==> config.mk <==
export PLATFORM = sky130hd
export DESIGN_NAME = point_step_toward_target_flat
export DESIGN_NICKNAME = d
export VERILOG_FILES = /design/src/rtl/pst_pkg.sv /design/src/rtl/pst_in_if.sv /design/src/rtl/pst_out_if.sv /design/src/rtl/pst_mul.sv /design/src/rtl/pst_trial.sv /design/src/rtl/point_step_toward_target.sv /design/src/flat_wrapper.sv
export SDC_FILE = /design/constraint.sdc
export NUM_CORES = 2
export LEC_CHECK = 0
export ABC_AREA = 1
export BUFFER_PORTS_ARGS = -buffer_cell sky130_fd_sc_hd__buf_2
export CAP_MARGIN = 40
export CORE_ASPECT_RATIO = 1.25
export CORE_MARGIN = 10
export CORE_UTILIZATION = 30
export CTS_CLUSTER_DIAMETER = 40
export CTS_CLUSTER_SIZE = 12
export DETAILED_ROUTE_END_ITERATION = 10
export MAX_ROUTING_LAYER = met4
export SLEW_MARGIN = 20
export SYNTH_ARGS = -nofsm -noshare
export SYNTH_HDL_FRONTEND = slang
export SYNTH_HIERARCHICAL = 1
export SYNTH_SLANG_ARGS = --single-unit
==> constraint.sdc <==
create_clock -name i_clk -period 21.2 [get_ports i_clk]
set_clock_uncertainty 0.15 [all_clocks]
set_input_delay 3.18 -clock i_clk [delete_from_list [all_inputs] [get_ports i_clk]]
set_output_delay 3.18 -clock i_clk [all_outputs]
set_load 0.02 [all_outputs]
==> src/rtl/pst_pkg.sv <==
package pst_pkg;

    // Signed fixed-point coordinate as carried on the channels.
    typedef logic signed [31:0] t_fix;

    // Opcodes of an input item.
    localparam logic [1:0] OP_SET  = 2'd0;
    localparam logic [1:0] OP_STEP = 2'd1;
    localparam logic [1:0] OP_ADD  = 2'd2;
    localparam logic [1:0] OP_REL  = 2'd3;

    // Clamp a 33-bit signed value to the signed 32-bit range.
    function automatic t_fix sat32(input logic [32:0] v);
        t_fix r;
        if (v[32] != v[31]) begin
            r = v[32] ? 32'sh8000_0000 : 32'sh7FFF_FFFF;
        end else begin
            r = v[31:0];
        end
        return r;
    endfunction

endpackage

==> src/rtl/pst_in_if.sv <==
interface pst_in_if import pst_pkg::*; ();
    logic       valid;
    logic       ready;
    logic [1:0] opcode;
    t_fix       operand_x;
    t_fix       operand_y;

    modport source (output valid, output opcode, output operand_x, output operand_y,
                    input ready);
    modport sink (input valid, input opcode, input operand_x, input operand_y,
                  output ready);
endinterface

==> src/rtl/pst_out_if.sv <==
interface pst_out_if import pst_pkg::*; ();
    logic valid;
    logic ready;
    t_fix pos_x;
    t_fix pos_y;
    t_fix rel_x;
    t_fix rel_y;

    modport source (output valid, output pos_x, output pos_y, output rel_x, output rel_y,
                    input ready);
    modport sink (input valid, input pos_x, input pos_y, input rel_x, input rel_y,
                  output ready);
endinterface

==> src/rtl/pst_mul.sv <==
module pst_mul (
    input  logic        i_clk,
    input  logic [32:0] i_a,
    input  logic [32:0] i_b,
    output logic [65:0] o_p
);

    logic [63:0] w_lo;
    logic [65:0] w_cross_a;
    logic [65:0] w_cross_b;
    logic [65:0] w_top;

    // One 32x32 product; the top operand bits add shifted copies of the other operand.
    assign w_lo      = i_a[31:0] * i_b[31:0];
    assign w_cross_a = i_a[32] ? {2'b0, i_b[31:0], 32'b0} : 66'd0;
    assign w_cross_b = i_b[32] ? {2'b0, i_a[31:0], 32'b0} : 66'd0;
    assign w_top     = (i_a[32] & i_b[32]) ? {2'b01, 64'b0} : 66'd0;

    // The product is registered before anything uses it.
    always_ff @(posedge i_clk) begin
        o_p <= {2'b0, w_lo} + w_cross_a + w_cross_b + w_top;
    end

endmodule

==> src/rtl/pst_trial.sv <==
module pst_trial (
    input  logic [35:0] i_a,
    input  logic [35:0] i_b,
    output logic [35:0] o_diff,
    output logic        o_ge
);

    logic [36:0] w_sub;

    // Trial subtraction shared by the square root and the divider.
    assign w_sub  = {1'b0, i_a} - {1'b0, i_b};
    assign o_diff = w_sub[35:0];
    assign o_ge   = ~w_sub[36];

endmodule

==> src/rtl/point_step_toward_target.sv <==
// Tracks a 2D position in signed fixed point and answers each input transfer with one
// result transfer. Set, shift and relative items go straight to the result state. A step
// item whose target lies within the step speed is done once the squares are compared; a
// real step goes on to a bit-serial square root and two restoring divisions, all running
// through one shared trial subtractor, and uses the shared 33x33 multiplier for the
// squares and the scaled offsets. One item is in work at a time; a new item is taken
// while a finished result still waits on the output.
// step_speed lies at address 0 of the APB port and resets to 1.0.
module point_step_toward_target import pst_pkg::*; #(
    parameter int FRAC_BITS = 16
) (
    input  logic        i_clk,
    input  logic        i_rst_n,
    pst_in_if.sink      i_in,
    pst_out_if.source   o_out,
    input  logic        psel,
    input  logic        penable,
    input  logic        pwrite,
    input  logic [2:0]  paddr,
    input  logic [31:0] pwdata,
    output logic [31:0] prdata,
    output logic        pready
);

    localparam logic [30:0] SPEED_RESET = 31'(1) << FRAC_BITS;

    localparam logic [3:0] S_IDLE = 4'd0;
    localparam logic [3:0] S_ABS  = 4'd1;
    localparam logic [3:0] S_SQX  = 4'd2;
    localparam logic [3:0] S_SQY  = 4'd3;
    localparam logic [3:0] S_SQS  = 4'd4;
    localparam logic [3:0] S_SUM  = 4'd5;
    localparam logic [3:0] S_CMP  = 4'd6;
    localparam logic [3:0] S_SQRT = 4'd7;
    localparam logic [3:0] S_MULA = 4'd8;
    localparam logic [3:0] S_MULB = 4'd9;
    localparam logic [3:0] S_MULW = 4'd10;
    localparam logic [3:0] S_DIVX = 4'd11;
    localparam logic [3:0] S_DIVY = 4'd12;
    localparam logic [3:0] S_UPD  = 4'd13;
    localparam logic [3:0] S_FIN  = 4'd14;

    localparam logic [5:0] SQRT_LAST = 6'd32;
    localparam logic [5:0] DIV_LAST  = 6'd30;

    // Control and state registers.
    logic [3:0]  r_state;
    logic [5:0]  r_cnt;
    logic        r_ovalid;
    logic [30:0] r_speed;
    t_fix        r_pos_x;
    t_fix        r_pos_y;

    // Working registers.
    t_fix        r_ox;
    t_fix        r_oy;
    logic [32:0] r_dx;
    logic [32:0] r_dy;
    logic [32:0] r_mx;
    logic [32:0] r_my;
    logic [65:0] r_xsq;
    logic [65:0] r_ysq;
    logic [61:0] r_qsq;
    logic [65:0] r_sum;
    logic [65:0] r_rad;
    logic [35:0] r_rem;
    logic [32:0] r_root;
    logic [32:0] r_dist;
    logic [62:0] r_ny;
    logic [30:0] r_ax;
    t_fix        r_out_px;
    t_fix        r_out_py;
    t_fix        r_out_rx;
    t_fix        r_out_ry;

    logic        w_in_xfer;
    logic        w_out_free;
    logic        w_cfg_wr;
    logic [32:0] w_mul_a;
    logic [32:0] w_mul_b;
    logic [65:0] w_prod;
    logic [35:0] w_tr_a;
    logic [35:0] w_tr_b;
    logic [35:0] w_tr_diff;
    logic        w_tr_ge;
    logic [32:0] w_step_x;
    logic [32:0] w_step_y;

    assign w_in_xfer  = i_in.valid & i_in.ready;
    assign w_out_free = ~r_ovalid | o_out.ready;
    assign w_cfg_wr   = psel & penable & pwrite & (paddr[2] == 1'b0);

    // Handshake and register port.
    assign i_in.ready  = (r_state == S_IDLE);
    assign o_out.valid = r_ovalid;
    assign o_out.pos_x = r_out_px;
    assign o_out.pos_y = r_out_py;
    assign o_out.rel_x = r_out_rx;
    assign o_out.rel_y = r_out_ry;
    assign pready      = 1'b1;
    assign prdata      = (paddr[2] == 1'b0) ? {1'b0, r_speed} : 32'd0;

    // Operand selection for the shared multiplier.
    always_comb begin
        unique case (r_state)
            S_SQX:   begin w_mul_a = r_mx;            w_mul_b = r_mx;            end
            S_SQY:   begin w_mul_a = r_my;            w_mul_b = r_my;            end
            S_SQS:   begin w_mul_a = {2'b0, r_speed}; w_mul_b = {2'b0, r_speed}; end
            S_MULA:  begin w_mul_a = r_mx;            w_mul_b = {2'b0, r_speed}; end
            S_MULB:  begin w_mul_a = r_my;            w_mul_b = {2'b0, r_speed}; end
            default: begin w_mul_a = 33'd0;           w_mul_b = 33'd0;           end
        endcase
    end

    pst_mul u_mul (
        .i_clk (i_clk),
        .i_a   (w_mul_a),
        .i_b   (w_mul_b),
        .o_p   (w_prod)
    );

    // Operand selection for the shared trial subtractor.
    always_comb begin
        unique case (r_state)
            S_SQRT: begin
                w_tr_a = {r_rem[33:0], r_rad[65:64]};
                w_tr_b = {1'b0, r_root, 2'b01};
            end
            S_DIVX, S_DIVY: begin
                w_tr_a = {2'b0, r_rem[32:0], r_rad[65]};
                w_tr_b = {3'b0, r_dist};
            end
            default: begin
                w_tr_a = 36'd0;
                w_tr_b = 36'd0;
            end
        endcase
    end

    pst_trial u_trial (
        .i_a    (w_tr_a),
        .i_b    (w_tr_b),
        .o_diff (w_tr_diff),
        .o_ge   (w_tr_ge)
    );

    // Position after a step: the quotient moves each axis toward the target.
    assign w_step_x = r_dx[32] ? ({r_pos_x[31], r_pos_x} - {2'b0, r_ax})
                               : ({r_pos_x[31], r_pos_x} + {2'b0, r_ax});
    assign w_step_y = r_dy[32] ? ({r_pos_y[31], r_pos_y} - {2'b0, r_root[30:0]})
                               : ({r_pos_y[31], r_pos_y} + {2'b0, r_root[30:0]});

    // Sequencer, position and speed register.
    always_ff @(posedge i_clk) begin
        if (!i_rst_n) begin
            r_state  <= S_IDLE;
            r_cnt    <= 6'd0;
            r_ovalid <= 1'b0;
            r_speed  <= SPEED_RESET;
            r_pos_x  <= '0;
            r_pos_y  <= '0;
        end else begin
            if (w_cfg_wr) begin
                r_speed <= pwdata[30:0];
            end
            if (r_state == S_FIN && w_out_free) begin
                r_ovalid <= 1'b1;
            end else if (r_ovalid && o_out.ready) begin
                r_ovalid <= 1'b0;
            end
            unique case (r_state)
                S_IDLE: begin
                    if (w_in_xfer) begin
                        unique case (i_in.opcode)
                            OP_SET: begin
                                r_pos_x <= i_in.operand_x;
                                r_pos_y <= i_in.operand_y;
                                r_state <= S_FIN;
                            end
                            OP_STEP: r_state <= S_ABS;
                            OP_ADD: begin
                                r_pos_x <= sat32({r_pos_x[31], r_pos_x}
                                                 + {i_in.operand_x[31], i_in.operand_x});
                                r_pos_y <= sat32({r_pos_y[31], r_pos_y}
                                                 + {i_in.operand_y[31], i_in.operand_y});
                                r_state <= S_FIN;
                            end
                            default: r_state <= S_FIN;
                        endcase
                    end
                end
                S_ABS:  r_state <= S_SQX;
                S_SQX:  r_state <= S_SQY;
                S_SQY:  r_state <= S_SQS;
                S_SQS:  r_state <= S_SUM;
                S_SUM:  r_state <= S_CMP;
                S_CMP: begin
                    if (r_sum > {4'b0, r_qsq}) begin
                        r_cnt   <= SQRT_LAST;
                        r_state <= S_SQRT;
                    end else begin
                        r_pos_x <= r_ox;
                        r_pos_y <= r_oy;
                        r_state <= S_FIN;
                    end
                end
                S_SQRT: begin
                    r_cnt <= r_cnt - 6'd1;
                    if (r_cnt == 6'd0) begin
                        r_state <= S_MULA;
                    end
                end
                S_MULA: r_state <= S_MULB;
                S_MULB: begin
                    r_cnt   <= DIV_LAST;
                    r_state <= S_MULW;
                end
                S_MULW: r_state <= S_DIVX;
                S_DIVX: begin
                    if (r_cnt == 6'd0) begin
                        r_cnt   <= DIV_LAST;
                        r_state <= S_DIVY;
                    end else begin
                        r_cnt <= r_cnt - 6'd1;
                    end
                end
                S_DIVY: begin
                    r_cnt <= r_cnt - 6'd1;
                    if (r_cnt == 6'd0) begin
                        r_state <= S_UPD;
                    end
                end
                S_UPD: begin
                    r_pos_x <= sat32(w_step_x);
                    r_pos_y <= sat32(w_step_y);
                    r_state <= S_FIN;
                end
                S_FIN: begin
                    if (w_out_free) begin
                        r_state <= S_IDLE;
                    end
                end
                default: r_state <= S_IDLE;
            endcase
        end
    end

    // Datapath registers of the step computation and the result register.
    always_ff @(posedge i_clk) begin
        case (r_state)
            S_IDLE: begin
                if (w_in_xfer) begin
                    r_ox <= i_in.operand_x;
                    r_oy <= i_in.operand_y;
                    r_dx <= {i_in.operand_x[31], i_in.operand_x} - {r_pos_x[31], r_pos_x};
                    r_dy <= {i_in.operand_y[31], i_in.operand_y} - {r_pos_y[31], r_pos_y};
                end
            end
            S_ABS: begin
                r_mx <= r_dx[32] ? (33'd0 - r_dx) : r_dx;
                r_my <= r_dy[32] ? (33'd0 - r_dy) : r_dy;
            end
            S_SQY: r_xsq <= w_prod;
            S_SQS: r_ysq <= w_prod;
            S_SUM: begin
                r_qsq <= w_prod[61:0];
                r_sum <= r_xsq + r_ysq;
            end
            S_CMP: begin
                r_rad  <= r_sum;
                r_rem  <= 36'd0;
                r_root <= 33'd0;
            end
            // One root bit per cycle from two radicand bits.
            S_SQRT: begin
                r_rem  <= w_tr_ge ? w_tr_diff : w_tr_a;
                r_root <= {r_root[31:0], w_tr_ge};
                r_rad  <= {r_rad[63:0], 2'b00};
                if (r_cnt == 6'd0) begin
                    r_dist <= {r_root[31:0], w_tr_ge};
                end
            end
            // The x numerator arrives; load the divider.
            S_MULB: begin
                r_rem  <= {4'b0, w_prod[62:31]};
                r_rad  <= {w_prod[30:0], 35'b0};
                r_root <= 33'd0;
            end
            S_MULW: r_ny <= w_prod[62:0];
            // One quotient bit per cycle; the y division follows the x division.
            S_DIVX, S_DIVY: begin
                if (r_state == S_DIVX && r_cnt == 6'd0) begin
                    r_ax   <= {r_root[29:0], w_tr_ge};
                    r_rem  <= {4'b0, r_ny[62:31]};
                    r_rad  <= {r_ny[30:0], 35'b0};
                    r_root <= 33'd0;
                end else begin
                    r_rem  <= w_tr_ge ? w_tr_diff : w_tr_a;
                    r_root <= {r_root[31:0], w_tr_ge};
                    r_rad  <= {r_rad[64:0], 1'b0};
                end
            end
            S_FIN: begin
                if (w_out_free) begin
                    r_out_px <= r_pos_x;
                    r_out_py <= r_pos_y;
                    r_out_rx <= sat32({r_ox[31], r_ox} - {r_pos_x[31], r_pos_x});
                    r_out_ry <= sat32({r_oy[31], r_oy} - {r_pos_y[31], r_pos_y});
                end
            end
            default: begin
            end
        endcase
    end

    // An accepted item always starts work.
    a_accept_busy: assert property (@(posedge i_clk) disable iff (!i_rst_n)
        w_in_xfer |=> r_state != S_IDLE)
        else $error("item accepted but sequencer stayed idle");

    // The divider remainder stays below the distance.
    a_rem_bound: assert property (@(posedge i_clk) disable iff (!i_rst_n)
        (r_state == S_DIVX || r_state == S_DIVY) |-> r_rem < {3'b0, r_dist})
        else $error("divider remainder not below divisor");

    // A step along an axis never exceeds the speed.
    a_step_bound: assert property (@(posedge i_clk) disable iff (!i_rst_n)
        r_state == S_UPD |-> (r_ax <= r_speed && r_root[30:0] <= r_speed))
        else $error("step longer than speed");

    // The last y quotient bit leads to the position update.
    a_div_end: assert property (@(posedge i_clk) disable iff (!i_rst_n)
        (r_state == S_DIVY && r_cnt == 6'd0) |=> r_state == S_UPD)
        else $error("division did not end in update");

endmodule

==> src/flat_wrapper.sv <==
// flat-port wrapper written by rule: the top's interface ports become plain ports
module point_step_toward_target_flat import pst_pkg::*;
#(
    parameter int FRAC_BITS = 16
)
  (i_clk, i_rst_n, psel, penable, pwrite, paddr, pwdata, prdata, pready, i_in_valid, i_in_opcode, i_in_operand_x, i_in_operand_y, i_in_ready, o_out_valid, o_out_pos_x, o_out_pos_y, o_out_rel_x, o_out_rel_y, o_out_ready);
  pst_in_if i_in_i ();
  pst_out_if o_out_i ();
  input  logic i_clk;
  input  logic i_rst_n;
  input  logic psel;
  input  logic penable;
  input  logic pwrite;
  input  logic [2:0] paddr;
  input  logic [31:0] pwdata;
  output logic [31:0] prdata;
  output logic pready;
  input wire logic [$bits(i_in_i.valid)-1:0] i_in_valid;
  input wire logic [$bits(i_in_i.opcode)-1:0] i_in_opcode;
  input wire logic [$bits(i_in_i.operand_x)-1:0] i_in_operand_x;
  input wire logic [$bits(i_in_i.operand_y)-1:0] i_in_operand_y;
  output wire logic [$bits(i_in_i.ready)-1:0] i_in_ready;
  output wire logic [$bits(o_out_i.valid)-1:0] o_out_valid;
  output wire logic [$bits(o_out_i.pos_x)-1:0] o_out_pos_x;
  output wire logic [$bits(o_out_i.pos_y)-1:0] o_out_pos_y;
  output wire logic [$bits(o_out_i.rel_x)-1:0] o_out_rel_x;
  output wire logic [$bits(o_out_i.rel_y)-1:0] o_out_rel_y;
  input wire logic [$bits(o_out_i.ready)-1:0] o_out_ready;
  assign i_in_i.valid = i_in_valid;
  assign i_in_i.opcode = i_in_opcode;
  assign i_in_i.operand_x = i_in_operand_x;
  assign i_in_i.operand_y = i_in_operand_y;
  assign i_in_ready = i_in_i.ready;
  assign o_out_valid = o_out_i.valid;
  assign o_out_pos_x = o_out_i.pos_x;
  assign o_out_pos_y = o_out_i.pos_y;
  assign o_out_rel_x = o_out_i.rel_x;
  assign o_out_rel_y = o_out_i.rel_y;
  assign o_out_i.ready = o_out_ready;
  point_step_toward_target #(.FRAC_BITS(FRAC_BITS)) u_core (.i_clk(i_clk), .i_rst_n(i_rst_n), .i_in(i_in_i), .o_out(o_out_i), .psel(psel), .penable(penable), .pwrite(pwrite), .paddr(paddr), .pwdata(pwdata), .prdata(prdata), .pready(pready));
endmodule
==> results.yml <==
worst_setup_path:
  reg2reg_from: "u_core/r_state[1]"
  r2r_end: "u_core/u_mul/o_p[61]"
  endpoint_kind: "flip-flop"
  reg2reg_depth: 34
  critPathTopFamily: "adder cells"
  cpPeakStageDelay_ps: 590
  ff2ff_setup_slack_ps: 11610
  cp_common_cell: "nand2_1"
  path_class: "reg -> reg"
  cp.required_ps: 21730
  critPathSlowestCell: "buf_4"
  critPathBufInv: 11
  arrival_ps: 10120
  path_max_fanout: 33
  cp-start-kind: "flip-flop"
layout:
  fillers: 37200
  drive_above_1_share_pct: 6.666
  area.growth.synth_to_final_pct: 11.25
  nets: 15609
  fin_util_pct: 33.47
  multi_input_area_um2: 63360
  seq_area_um2: 28790
clocking:
  cts_hold_buf: 0
  cts_buffers: 148
  cts_root_buf: "clkbuf_16"
  clkLatencyLatePin_ps: 810
  cts_buffer_depth: 4
  cts_tree: "done"
  post-cts-setup-buffer-count: 0
  clkTransAtPathRegs_ps: 60
  cts.sinks: 1016
  cts_max_level: 4
  ctsResizeCount: 0
global_route:
  grtUsageTotal_pct: 19.80
  grt_start_max_net_pins: 73
  first_global_vias: 88421
  grt_first_pass_wirelength_mm: 554.4
  grt.overflow.total: 0
  antenna_found_initial: 23
sta:
  rsz0062_at_grt: "no"
  min_period_ps: 9589
  finalSetupViolations: 0
  hold_viol: 0
  worst_pin_slew_ps: 945.3
  finalMaxSlewViolations: 0
  holdWs_ps: 302.9
  tns_ps: 0
  fin_crit_sh_pct: 45.23
  slew_headroom_pct: 36.31
  setup_ws_ps: 11610
  fmax_mhz: 104.3
route:
  vias: 88953
  highest_layer: "met4"
  drc: 0
  drt_iter0_markers: 6630
  routed_wirelength_mm: 369.5
  wl_met3_mm: 22.17
  wl_met2_mm: 177.8
  drtPass1Iterations: 8
  ant_nets: 0
  drt-vias-per-instance: 4.788
  wl_per_cell_um: 19.89
  m1WireLength_mm: 145.2
die:
  core-area_um2: 350300
  ios: 271
  dieArea_um2: 375500
  start_util_pct: 30.09
  std_cell_rows: 243
  chipWidth_um: 550.1
  fp.dieH_um: 682.6
run:
  cap_viol_max_count: 0
power_and_ir_drop:
  total_power_mw: 15.70
  power_density_nw_per_um2: 133.9
  power.leakage_nw: 59.84
  ir_drop_mv: 0.1301
yosys:
  yosys_warnings: 6
  syn_area_um2: 105400
  postSynthCellCount: 13720
  avgSynthCellArea_um2: 7.681
worst_hold_path:
  hold_depth: 0
  hold_start: "u_core/u_mul/o_p[64]"
  min-delay-path-class: "reg -> reg"
  whs_endpoint: "u_core/r_xsq[64]"
place:
  io_buffers: 265
  gp_congestion: 1.010
  pre_cts_slack_ps: 11680
  hpwl_mm: 298.6
outcome:
  outcome: "finished, final reports clean"
## flip-flops by register name (all words and copies together), names as in the netlist, 33 cells and up
register / cells
u_core/r_dist: 33
u_core/r_dx: 33
u_core/r_dy: 33
u_core/r_mx: 33
u_core/r_my: 33
u_core/r_ny: 63
u_core/r_qsq: 62
u_core/r_rad: 66
u_core/r_rem: 34
u_core/r_root: 33
u_core/r_sum: 66
u_core/r_xsq: 66
u_core/r_ysq: 66
u_core/u_mul/o_p: 66
## power breakdown
group	switching [mW]	leakage (nW)	internal, mW
Sequential	0.461	9.16	2.81
Clock	0.978	2.25	1.38
Combinational	7.00	48.4	3.06
## how the worst max path moves through the flow
| stage | start | to | slack [ps] | cells after the start |
|---|---|---|---|---|
| 2_1_floorplan | o_out_ready | u_core/o_out.pos_x[0] | 8400 | 2 |
| 3_3_place_gp | u_core/r_state[1] | u_core/u_mul/o_p[61] | 11620 | 34 |
| 3_5_place_dp | u_core/r_state[1] | u_core/u_mul/o_p[61] | 11680 | 34 |
| 4_1_cts | u_core/r_state[1] | u_core/u_mul/o_p[61] | 11680 | 34 |
| 5_1_grt | u_core/r_state[1] | u_core/u_mul/o_p[61] | 11130 | 34 |
| 6_report | u_core/r_state[1] | u_core/u_mul/o_p[61] | 11610 | 34 |
## metrics by stage
| stage | area (um^2) | instances |
|---|---|---|
| after floorplan | 105400 | 13721 |
| after global placement | 111900 | 18272 |
| after detailed placement | 112300 | 18302 |
| after CTS | 116900 | 18551 |
| after global routing | 117200 | 18574 |
| final | 117200 | 18580 |
## layer usage
layer  up-vias  global-route usage, %
met1     43066                  23.11
met3       764                  2.609
met5         -                      -
met4         0                  10.47
met2      2884                  33.25
li1      42239                      -
## layout make-up
type | instances | share of cell area, %
flip-flops and latches | 1016 | 24.56
repair buffers | 418 | 2.452
clock buffers | 171 | 3.277
diodes | 19 | 0.04056
inverters | 3127 | 10.02
clock inverters | 78 | 0.6436
multi-input cells | 9096 | 54.05
well taps | 4655 | 4.968
## placed cells by master, fill, tap and decap left out, types with 18 or more instances in the layout
master     count
nand2_1     3680
inv_1       3052
nor2_1      1045
fa_1         974
edfxtp_1     844
ha_1         720
a21oi_1      599
o21ai_0      389
nand3_1      375
xor2_1       345
buf_2        272
dfxtp_1      172
clkbuf_16    149
buf_4        118
nor3_1       107
xnor2_1       75
o21bai_1      71
inv_2         68
nand4_1       66
o211ai_1      61
a31oi_1       53
nand2_2       51
nor2_2        42
a21o_1        42
nor4_1        41
o22ai_1       34
o221ai_1      33
nand3b_1      31
a22oi_1       24
inv_6         22
o21ai_2       22
nor2_4        20
diode_2       19
clkbuf_1      19
o21a_1        19
o21ai_1       18
Power figures use the tool's default switching activity.
